<file path="src/sv/tlgr_pkg.sv">
package tlgr_pkg;

  localparam int LINE_CHARS   = 21;
  localparam int PAGE_COLUMNS = 128;
  localparam int CELL_COLS    = 6;
  localparam int GLYPH_COLS   = 5;
  localparam int COL_W        = 7;
  localparam int CELL_W       = 5;
  localparam int GLYPH_IDX_W  = 6;
  localparam int PAGE_POS_W   = 9;

  typedef logic [GLYPH_IDX_W-1:0] glyph_idx_t;
  typedef logic [GLYPH_COLS-1:0][COL_W-1:0] glyph_t;

  // Font ROM layout: letters, then numerals, then punctuation.
  localparam glyph_idx_t GlyphAlpha   = 6'd0;
  localparam glyph_idx_t GlyphNumeral = 6'd26;
  localparam glyph_idx_t GlyphDash    = 6'd36;
  localparam glyph_idx_t GlyphDot     = 6'd37;
  localparam glyph_idx_t GlyphColon   = 6'd38;
  localparam glyph_idx_t GlyphSlash   = 6'd39;
  localparam glyph_idx_t GlyphPercent = 6'd40;
  localparam glyph_idx_t GlyphQuery   = 6'd41;
  localparam glyph_idx_t GlyphBlank   = 6'd42;

  function automatic glyph_idx_t glyph_index(logic [7:0] code);
    logic [7:0] up;
    glyph_idx_t idx;
    up = code;
    if (code >= 8'h61 && code <= 8'h7a) begin
      up = code - 8'd32;
    end
    priority if (up >= 8'h41 && up <= 8'h5a) begin
      idx = GlyphAlpha + 6'(up - 8'h41);
    end else if (up >= 8'h30 && up <= 8'h39) begin
      idx = GlyphNumeral + 6'(up - 8'h30);
    end else if (up == 8'h2d) begin
      idx = GlyphDash;
    end else if (up == 8'h2e) begin
      idx = GlyphDot;
    end else if (up == 8'h3a) begin
      idx = GlyphColon;
    end else if (up == 8'h2f) begin
      idx = GlyphSlash;
    end else if (up == 8'h25) begin
      idx = GlyphPercent;
    end else if (up == 8'h20) begin
      idx = GlyphBlank;
    end else begin
      idx = GlyphQuery;
    end
    return idx;
  endfunction

  function automatic glyph_t g5(logic [7:0] c0, logic [7:0] c1, logic [7:0] c2,
                                logic [7:0] c3, logic [7:0] c4);
    return {c4[COL_W-1:0], c3[COL_W-1:0], c2[COL_W-1:0], c1[COL_W-1:0], c0[COL_W-1:0]};
  endfunction

  function automatic glyph_t font_rom(glyph_idx_t idx);
    glyph_t g;
    unique case (idx)
      6'd0:  g = g5(8'h7e, 8'h09, 8'h09, 8'h09, 8'h7e);
      6'd1:  g = g5(8'h7f, 8'h49, 8'h49, 8'h49, 8'h36);
      6'd2:  g = g5(8'h3e, 8'h41, 8'h41, 8'h41, 8'h22);
      6'd3:  g = g5(8'h7f, 8'h41, 8'h41, 8'h22, 8'h1c);
      6'd4:  g = g5(8'h7f, 8'h49, 8'h49, 8'h49, 8'h41);
      6'd5:  g = g5(8'h7f, 8'h09, 8'h09, 8'h09, 8'h01);
      6'd6:  g = g5(8'h3e, 8'h41, 8'h49, 8'h49, 8'h7a);
      6'd7:  g = g5(8'h7f, 8'h08, 8'h08, 8'h08, 8'h7f);
      6'd8:  g = g5(8'h41, 8'h41, 8'h7f, 8'h41, 8'h41);
      6'd9:  g = g5(8'h20, 8'h40, 8'h41, 8'h3f, 8'h01);
      6'd10: g = g5(8'h7f, 8'h08, 8'h14, 8'h22, 8'h41);
      6'd11: g = g5(8'h7f, 8'h40, 8'h40, 8'h40, 8'h40);
      6'd12: g = g5(8'h7f, 8'h02, 8'h0c, 8'h02, 8'h7f);
      6'd13: g = g5(8'h7f, 8'h04, 8'h08, 8'h10, 8'h7f);
      6'd14: g = g5(8'h3e, 8'h41, 8'h41, 8'h41, 8'h3e);
      6'd15: g = g5(8'h7f, 8'h09, 8'h09, 8'h09, 8'h06);
      6'd16: g = g5(8'h3e, 8'h41, 8'h51, 8'h21, 8'h5e);
      6'd17: g = g5(8'h7f, 8'h09, 8'h19, 8'h29, 8'h46);
      6'd18: g = g5(8'h26, 8'h49, 8'h49, 8'h49, 8'h32);
      6'd19: g = g5(8'h01, 8'h01, 8'h7f, 8'h01, 8'h01);
      6'd20: g = g5(8'h3f, 8'h40, 8'h40, 8'h40, 8'h3f);
      6'd21: g = g5(8'h1f, 8'h20, 8'h40, 8'h20, 8'h1f);
      6'd22: g = g5(8'h3f, 8'h40, 8'h30, 8'h40, 8'h3f);
      6'd23: g = g5(8'h63, 8'h14, 8'h08, 8'h14, 8'h63);
      6'd24: g = g5(8'h07, 8'h08, 8'h70, 8'h08, 8'h07);
      6'd25: g = g5(8'h61, 8'h51, 8'h49, 8'h45, 8'h43);
      6'd26: g = g5(8'h3e, 8'h51, 8'h49, 8'h45, 8'h3e);
      6'd27: g = g5(8'h00, 8'h42, 8'h7f, 8'h40, 8'h00);
      6'd28: g = g5(8'h62, 8'h51, 8'h49, 8'h49, 8'h46);
      6'd29: g = g5(8'h22, 8'h41, 8'h49, 8'h49, 8'h36);
      6'd30: g = g5(8'h18, 8'h14, 8'h12, 8'h7f, 8'h10);
      6'd31: g = g5(8'h27, 8'h45, 8'h45, 8'h45, 8'h39);
      6'd32: g = g5(8'h3c, 8'h4a, 8'h49, 8'h49, 8'h30);
      6'd33: g = g5(8'h01, 8'h71, 8'h09, 8'h05, 8'h03);
      6'd34: g = g5(8'h36, 8'h49, 8'h49, 8'h49, 8'h36);
      6'd35: g = g5(8'h06, 8'h49, 8'h49, 8'h29, 8'h1e);
      6'd36: g = g5(8'h08, 8'h08, 8'h08, 8'h08, 8'h08);
      6'd37: g = g5(8'h00, 8'h00, 8'h40, 8'h00, 8'h00);
      6'd38: g = g5(8'h00, 8'h00, 8'h24, 8'h00, 8'h00);
      6'd39: g = g5(8'h60, 8'h10, 8'h08, 8'h04, 8'h03);
      6'd40: g = g5(8'h63, 8'h13, 8'h08, 8'h64, 8'h63);
      6'd41: g = g5(8'h02, 8'h01, 8'h59, 8'h09, 8'h06);
      default: g = '0;
    endcase
    return g;
  endfunction

endpackage

</file>
<file path="src/sv/tlgr_if.sv">
interface tlgr_char_if import tlgr_pkg::*; ();
  logic       valid;
  logic       ready;
  logic [7:0] char_code;

  modport source (output valid, output char_code, input ready);
  modport sink (input valid, input char_code, output ready);
endinterface

interface tlgr_cell_if import tlgr_pkg::*; ();
  logic              valid;
  logic              ready;
  logic [CELL_W-1:0] cell_index;
  logic [COL_W-1:0]  column0;
  logic [COL_W-1:0]  column1;
  logic [COL_W-1:0]  column2;
  logic [COL_W-1:0]  column3;
  logic [COL_W-1:0]  column4;
  logic [COL_W-1:0]  column5;
  logic              line_done;

  modport source (output valid, output cell_index, output column0, output column1,
                  output column2, output column3, output column4, output column5,
                  output line_done, input ready);
  modport sink (input valid, input cell_index, input column0, input column1,
                input column2, input column3, input column4, input column5,
                input line_done, output ready);
endinterface

</file>
<file path="src/sv/text_line_glyph_renderer.sv">
// Character generator for one display page line, 5x7 font.
// char_i carries one character code per transfer; cell_o carries one 6-column
// cell per transfer (five glyph columns, a zero spacer column, the cell index).
// Lowercase shares the uppercase glyphs; unknown codes draw a question mark.
// Only the first LINE_CHARS characters are drawn; later nonzero codes are
// taken and dropped without a cell.
// A zero code ends the line: blank cells follow up to the last character cell,
// then a tail cell at index LINE_CHARS with line_done set, and the position
// returns to cell 0. While those cells are issued, char_i.ready stays low.
// A character transfer loads the font ROM read register; the output register
// loads from it when cell_o is free, and the cell is then offered on cell_o.
// Throughput: one character per cycle while cell_o does not stall; a zero code
// blocks input while its blank and tail cells are issued in turn, paced by the
// single font ROM read port.
// When cell_o stalls, the output register and the ROM read register hold and
// char_i.ready drops once both are full; nothing is lost.
// Reset clears the position, the end-of-line sequencer and both valid flags.
module text_line_glyph_renderer import tlgr_pkg::*; (
  input logic         clk_i,
  input logic         rst_ni,
  tlgr_char_if.sink   char_i,
  tlgr_cell_if.source cell_o
);

  logic [CELL_W-1:0] pos_q, pos_d;
  logic              fill_q, fill_d;

  logic              rd_valid_q;
  logic [CELL_W-1:0] rd_cell_q;
  logic              rd_last_q;
  glyph_t            rom_q;

  logic              out_valid_q;
  logic [CELL_W-1:0] out_cell_q;
  glyph_t            out_cols_q;
  logic              out_last_q;

  logic              out_load, rd_adv, in_fire, issue, pos_full;
  glyph_idx_t        issue_idx;
  glyph_t            clip_cols;
  logic [PAGE_POS_W-1:0] page_base;

  assign out_load = rd_valid_q && (!out_valid_q || cell_o.ready);
  assign rd_adv   = !rd_valid_q || out_load;
  assign char_i.ready = rd_adv && !fill_q;
  assign in_fire  = char_i.valid && char_i.ready;
  assign pos_full = (pos_q == CELL_W'(LINE_CHARS));

  always_comb begin
    issue     = 1'b0;
    issue_idx = GlyphBlank;
    pos_d     = pos_q;
    fill_d    = fill_q;
    if (fill_q) begin
      if (rd_adv) begin
        issue = 1'b1;
        if (pos_full) begin
          pos_d  = '0;
          fill_d = 1'b0;
        end else begin
          pos_d = pos_q + 1'b1;
        end
      end
    end else if (in_fire) begin
      if (char_i.char_code == 8'd0) begin
        fill_d = 1'b1;
      end else if (!pos_full) begin
        // drop characters past the end of the line
        issue     = 1'b1;
        issue_idx = glyph_index(char_i.char_code);
        pos_d     = pos_q + 1'b1;
      end
    end
  end

  always_ff @(posedge clk_i or negedge rst_ni) begin
    if (!rst_ni) begin
      pos_q       <= '0;
      fill_q      <= 1'b0;
      rd_valid_q  <= 1'b0;
      out_valid_q <= 1'b0;
    end else begin
      pos_q  <= pos_d;
      fill_q <= fill_d;
      if (rd_adv) begin
        rd_valid_q <= issue;
      end
      if (out_load) begin
        out_valid_q <= 1'b1;
      end else if (cell_o.ready) begin
        out_valid_q <= 1'b0;
      end
    end
  end

  // Font ROM, registered read.
  always_ff @(posedge clk_i) begin
    if (rd_adv && issue) begin
      rom_q     <= font_rom(issue_idx);
      rd_cell_q <= pos_q;
      rd_last_q <= fill_q && pos_full;
    end
  end

  // Blank any column that falls off the right edge of the page.
  always_comb begin
    page_base = PAGE_POS_W'(CELL_COLS) * PAGE_POS_W'(rd_cell_q);
    for (int c = 0; c < GLYPH_COLS; c++) begin
      if (page_base + PAGE_POS_W'(c) >= PAGE_POS_W'(PAGE_COLUMNS)) begin
        clip_cols[c] = '0;
      end else begin
        clip_cols[c] = rom_q[c];
      end
    end
  end

  always_ff @(posedge clk_i) begin
    if (out_load) begin
      out_cell_q <= rd_cell_q;
      out_cols_q <= clip_cols;
      out_last_q <= rd_last_q;
    end
  end

  assign cell_o.valid      = out_valid_q;
  assign cell_o.cell_index = out_cell_q;
  assign cell_o.column0    = out_cols_q[0];
  assign cell_o.column1    = out_cols_q[1];
  assign cell_o.column2    = out_cols_q[2];
  assign cell_o.column3    = out_cols_q[3];
  assign cell_o.column4    = out_cols_q[4];
  assign cell_o.column5    = '0;
  assign cell_o.line_done  = out_last_q;

  a_pos_range: assert property (@(posedge clk_i) disable iff (!rst_ni)
    pos_q <= CELL_W'(LINE_CHARS))
    else $error("cell position beyond line");

  a_done_is_tail: assert property (@(posedge clk_i) disable iff (!rst_ni)
    cell_o.valid && cell_o.line_done |->
      cell_o.cell_index == CELL_W'(LINE_CHARS) && cell_o.column0 == '0 &&
      cell_o.column2 == '0 && cell_o.column4 == '0)
    else $error("tail cell not blank or misplaced");

  a_tail_needs_done: assert property (@(posedge clk_i) disable iff (!rst_ni)
    cell_o.valid && cell_o.cell_index == CELL_W'(LINE_CHARS) |-> cell_o.line_done)
    else $error("tail index without line_done");

  a_fill_blocks_input: assert property (@(posedge clk_i) disable iff (!rst_ni)
    fill_q |-> !char_i.ready)
    else $error("input taken during end-of-line fill");

  a_fill_wraps: assert property (@(posedge clk_i) disable iff (!rst_ni)
    $fell(fill_q) |-> pos_q == '0)
    else $error("position not reset after line end");

endmodule
</file>
<file path="src/flat_wrapper.sv">
// flat-port wrapper written by rule: the top's interface ports become plain ports
module text_line_glyph_renderer_flat import tlgr_pkg::*;
  (clk_i, rst_ni, char_i_valid, char_i_char_code, char_i_ready, cell_o_valid, cell_o_cell_index, cell_o_column0, cell_o_column1, cell_o_column2, cell_o_column3, cell_o_column4, cell_o_column5, cell_o_line_done, cell_o_ready);
  tlgr_char_if char_i_i ();
  tlgr_cell_if cell_o_i ();
  input logic clk_i;
  input logic rst_ni;
  input wire logic [$bits(char_i_i.valid)-1:0] char_i_valid;
  input wire logic [$bits(char_i_i.char_code)-1:0] char_i_char_code;
  output wire logic [$bits(char_i_i.ready)-1:0] char_i_ready;
  output wire logic [$bits(cell_o_i.valid)-1:0] cell_o_valid;
  output wire logic [$bits(cell_o_i.cell_index)-1:0] cell_o_cell_index;
  output wire logic [$bits(cell_o_i.column0)-1:0] cell_o_column0;
  output wire logic [$bits(cell_o_i.column1)-1:0] cell_o_column1;
  output wire logic [$bits(cell_o_i.column2)-1:0] cell_o_column2;
  output wire logic [$bits(cell_o_i.column3)-1:0] cell_o_column3;
  output wire logic [$bits(cell_o_i.column4)-1:0] cell_o_column4;
  output wire logic [$bits(cell_o_i.column5)-1:0] cell_o_column5;
  output wire logic [$bits(cell_o_i.line_done)-1:0] cell_o_line_done;
  input wire logic [$bits(cell_o_i.ready)-1:0] cell_o_ready;
  assign char_i_i.valid = char_i_valid;
  assign char_i_i.char_code = char_i_char_code;
  assign char_i_ready = char_i_i.ready;
  assign cell_o_valid = cell_o_i.valid;
  assign cell_o_cell_index = cell_o_i.cell_index;
  assign cell_o_column0 = cell_o_i.column0;
  assign cell_o_column1 = cell_o_i.column1;
  assign cell_o_column2 = cell_o_i.column2;
  assign cell_o_column3 = cell_o_i.column3;
  assign cell_o_column4 = cell_o_i.column4;
  assign cell_o_column5 = cell_o_i.column5;
  assign cell_o_line_done = cell_o_i.line_done;
  assign cell_o_i.ready = cell_o_ready;
  text_line_glyph_renderer u_core (.clk_i(clk_i), .rst_ni(rst_ni), .char_i(char_i_i), .cell_o(cell_o_i));
endmodule
</file>
<file path="config.mk">
export PLATFORM = sky130hd
export DESIGN_NAME = text_line_glyph_renderer_flat
export DESIGN_NICKNAME = d
export VERILOG_FILES = /design/src/sv/tlgr_pkg.sv /design/src/sv/tlgr_if.sv /design/src/sv/text_line_glyph_renderer.sv /design/src/flat_wrapper.sv
export SDC_FILE = /design/constraint.sdc
export NUM_CORES = 1
export LEC_CHECK = 0
export BUFFER_PORTS_ARGS = -buffer_cell sky130_fd_sc_hd__buf_2
export CORE_ASPECT_RATIO = 0.7
export CORE_UTILIZATION = 54
export DETAILED_ROUTE_END_ITERATION = 12
export PLACE_DENSITY_LB_ADDON = 0.12
export SYNTH_ARGS = -nofsm -noshare
export SYNTH_HDL_FRONTEND = slang
export SYNTH_SLANG_ARGS = --single-unit
export TNS_END_PERCENT = 5
</file>
<file path="constraint.sdc">
create_clock -name clk_i -period 3.75 [get_ports clk_i]
set_clock_uncertainty 0.15 [all_clocks]
set_input_delay 0.75 -clock clk_i [delete_from_list [all_inputs] [get_ports clk_i]]
set_output_delay 0.75 -clock clk_i [all_outputs]
set_load 0.01 [all_outputs]
</file>
==> metrics list <==
* Status: finished, final reports clean
- Global routing used 33.01% of the available tracks.
- After global routing the overflow that remains totals 0.
- In this run the worst path has a maximum fanout of 7.
- From synthesis to final layout, the design area changed by 27.71%.
- After detailed routing, the average wire length per cell comes to 21.06 um.
- Critical path data arrival time: 3600 ps
* Max-Slew Margin vs Limit: 33.26%
- Critical register-to-register path startpoint: u_core.pos_q[0]
- The number of slew-limit violations in the final report is 0.
* Leak pwr: 0.003077 uW
- The most used flip-flop cell after synthesis is sky130_fd_sc_hd__edfxtp_1.
- Setup violations remaining at the end of the flow were counted as 0.
- Among the stages of the critical path, the cell type that occurs most often is sky130_fd_sc_hd__nor3_4.
- TritonCTS built the clock tree.
* CTS H-tree lvls: 3
- The synthesized netlist contains 77 unique library cells.
* Total cell area at the placement stage: 7059 um^2
- Data required time of the worst path: 3780 ps
- For the pin with the worst max-slew slack, the measured transition is 1001 ps.
* Commonest non-fill, non-tap cells in the layout: 119 x sky130_fd_sc_hd__buf_4, 82 x sky130_fd_sc_hd__edfxtp_1, 54 x sky130_fd_sc_hd__buf_2
- Before CTS, the worst setup slack after placement is -188.5 ps.
* Routed wire length: 18.05 mm
- Final RePlAce weighted congestion: 0.9836
- Period Utilization, post-route: 95.19%
- After routing the design area is 7392 um^2.
- The initial antenna violation count came to 0.
* Die Span X: 125.7 um
* Hold/Removal Path Class: in2async
* Fraction of registers with async set or reset after synthesis: 8.889%
- The final layout contains 764 nets.
- For this run, the top clock speed supported by timing is 280.1 MHz.
- Setup repair after global routing left no endpoint under its margin.
* Endpoint kind of the worst setup timing path: flip-flop
* Final Hold Vio Count: 0
- Sequential element share of the synthesized area: 46.00%
- The top cell type by area accounts for 42.54% of the synthesized area.
* Area inside the core boundary: 10,400 um^2
- The slowest stage of the critical path belongs to the cell sky130_fd_sc_hd__a221o_1.
- After clock tree synthesis, the clock-pin slew on the worst setup and hold paths is 70 ps.
- Number of buffers inserted to repair setup after CTS: 0
- In this run the critical register-to-register path is captured at u_core.rom_q[32].
- Walking the worst path, the cells encountered are buf_2, clkinvlp_4, ha_4, or3b_4, nor3_4, nor3_4, a221o_1, inv_1, ha_1, a21oi_1, buf_4, o221ai_1, o2bb2ai_1.
* Post-synthesis instance area: 5788 um^2
* Total of buffers placed on input and output ports: 54
- During synthesis, Yosys emitted a total of 0 warnings.
* Pwr per Cell Area: 512.6 nW/um^2
- The number of global-route vias before repair is 5,013.
- In the routed design, unresolved DRC markers number 0.
* Total Die Area: 11,140 um^2
- Commonest non-fill, non-tap cell in the layout: sky130_fd_sc_hd__buf_4
- Initial DRC count: 740
- First-pass iteration count of the detailed router: 7
* Time the worst path needs with I/O delays and setup: 3570 ps
- Maximum single-stage delay on the critical path: 460 ps
- Measured in cells, the most critical reg-to-reg path has a length of 11.
* Later-pin clock latency in the skew report: 340 ps
- Counting every sink on the clock net gives 90.
* Fraction of final layout cells sized beyond drive strength 1: 31.03%
- Clock tree synthesis selected as its root buffer the cell sky130_fd_sc_hd__clkbuf_16.
- Kind of start point of the critical path: primary input
- Number of ports placed on the die boundary: 62
* Max Buffers Root-to-Sink: 2
* Critical path type: in2reg
- The die is 88.62 um tall.
- Starting Density: 55.68%
- Post-detailed-placement half-perimeter wirelength: 13.50 mm
- Entering global routing, the biggest net connects 42 pins.
- Via Count: 5,367
- The biggest area contributor in the post-synthesis netlist is sky130_fd_sc_hd__edfxtp_1.
- Register bit count reported by yosys: 90
- Wire length of the first global-routing pass: 27.31 mm
* Number of buffers created by CTS: 9
- Yosys mapped a number of flops with a built-in enable equal to 82.
* Cells after Synth: 574
- In this run the remaining antenna-violating nets after routing total 0.
- The number of antenna diodes in the final layout is 0.
* Row count: 31
- In this run the register-to-register setup slack is 390 ps.
- Minimum setup slack in the final design: 180.3 ps
- Post-DR vias/cell: 6.263
- Most area-consuming cells after synthesis: sky130_fd_sc_hd__edfxtp_1 43%, sky130_fd_sc_hd__ha_1 6.7%, sky130_fd_sc_hd__and2_1 3.7%
* Maxcap violations: 0
- Average cell area after synthesis: 10.08 um^2
- Final total negative setup slack: 0 ps
- IR drop worst, VDD: 0.0002602 V
[critical path: cells and delay by family]
family | cells | cell delay, ps
AOI/OAI and AO/OA | 4 | 1070
adders and majority gates | 2 | 410
buffers and inverters | 4 | 630
and+or+nand+nor | 3 | 730
[power by group]
group	switching (uW)	internal, uW	leakage (uW)
Combinational	758	543	0.00202
Clock	395	588	0.000153
Sequential	106	1400	0.000908
Total	1260	2530	0.00308
[cells by family after synthesis]
logic type | share of synthesized area (%)
DFF | 46.00
buffers and inverters | 5.642
muxes | 0.8863
xor gates and xnor gates | 1.513
AOI/OAI and AO/OA | 21.42
adders and majority gates | 7.047
other | 0.06479
and+or+nand+nor | 17.42
[per-stage QoR]
step | total power (uW) | hold WS, ps | std cells | util [%]
3_5_place_dp | 2796 | 282.0 | 841 | 67.91
3_3_place_gp | 2748 | 271.9 | 841 | 67.91
5_1_grt | 3952 | 95.11 | 857 | 71.11
4_1_cts | 3769 | 92.30 | 857 | 70.98
2_1_floorplan | 2244 | 250.3 | 580 | -
6_report | 3789 | 85.32 | 857 | 71.11
[synthesized netlist by cell type, types with 8 or more instances]
library cell	count
sky130_fd_sc_hd__buf_4	8
sky130_fd_sc_hd__o211ai_1	9
sky130_fd_sc_hd__nor3_1	11
sky130_fd_sc_hd__dfrtp_1	8
sky130_fd_sc_hd__and2_1	34
sky130_fd_sc_hd__buf_2	19
sky130_fd_sc_hd__nor2b_1	11
sky130_fd_sc_hd__a21oi_1	41
sky130_fd_sc_hd__edfxtp_1	82
sky130_fd_sc_hd__nand3_1	29
sky130_fd_sc_hd__a31oi_1	9
sky130_fd_sc_hd__o21ai_0	24
sky130_fd_sc_hd__nand2_1	40
sky130_fd_sc_hd__inv_1	19
sky130_fd_sc_hd__clkbuf_1	20
sky130_fd_sc_hd__ha_1	31
sky130_fd_sc_hd__nor2_1	31
[final cells by class]
class	count	area, um^2
flip-flops and latches	90	2663
multi-input cells	420	2880
well taps	132	165.2
clock inverters	6	90.09
repair buffers	179	1284
fillers	787	3003
clock buffers	10	229.0
inverters	20	81.33
[what timing repair did]
| action | 4_1_cts | 5_1_grt |
|---|---|---|
| hold endpoints to repair | 0 | 0 |
| setup endpoints to repair | 0 | 12 |
| hold buffers | 0 | 0 |
| resized for setup | 0 | 3 |
[routing by layer]
layer  part of all wire, %  global-route usage, %  wire length [um]
met4                   2.0                  10.62               364
met5                     0                  1.681                 0
met3                    13                  10.22              2258
met1                    43                  45.55              7694
met2                    43                  49.70              7730
[how the worst max path moves through the flow]
stage | end | startpoint | cells past startpoint
3_5_place_dp | u_core.rom_q[10] | char_i_char_code[1] | 14
4_1_cts | u_core.rom_q[0] | char_i_char_code[1] | 13
3_3_place_gp | u_core.rom_q[32] | char_i_char_code[1] | 15
5_1_grt | u_core.rom_q[5] | char_i_char_code[1] | 13
6_report | u_core.rom_q[34] | char_i_char_code[1] | 13
2_1_floorplan | u_core.rom_q[5] | char_i_char_code[1] | 13
[registers in the layout (all words and copies together) (netlist names)]
name	flops
u_core.cell_o.line_done	1
u_core.cell_o.cell_index	5
u_core.rom_q	35
u_core.rd_cell_q	5
u_core.pos_q	5
u_core.fill_q	1
u_core.rd_last_q	1
u_core.cell_o.column3	7
u_core.cell_o.column1	7
u_core.cell_o.column0	7
u_core.cell_o.column4	7
u_core.rd_valid_q	1
u_core.cell_o.column2	7
u_core.cell_o.valid	1
Power figures use the tool's default switching activity.
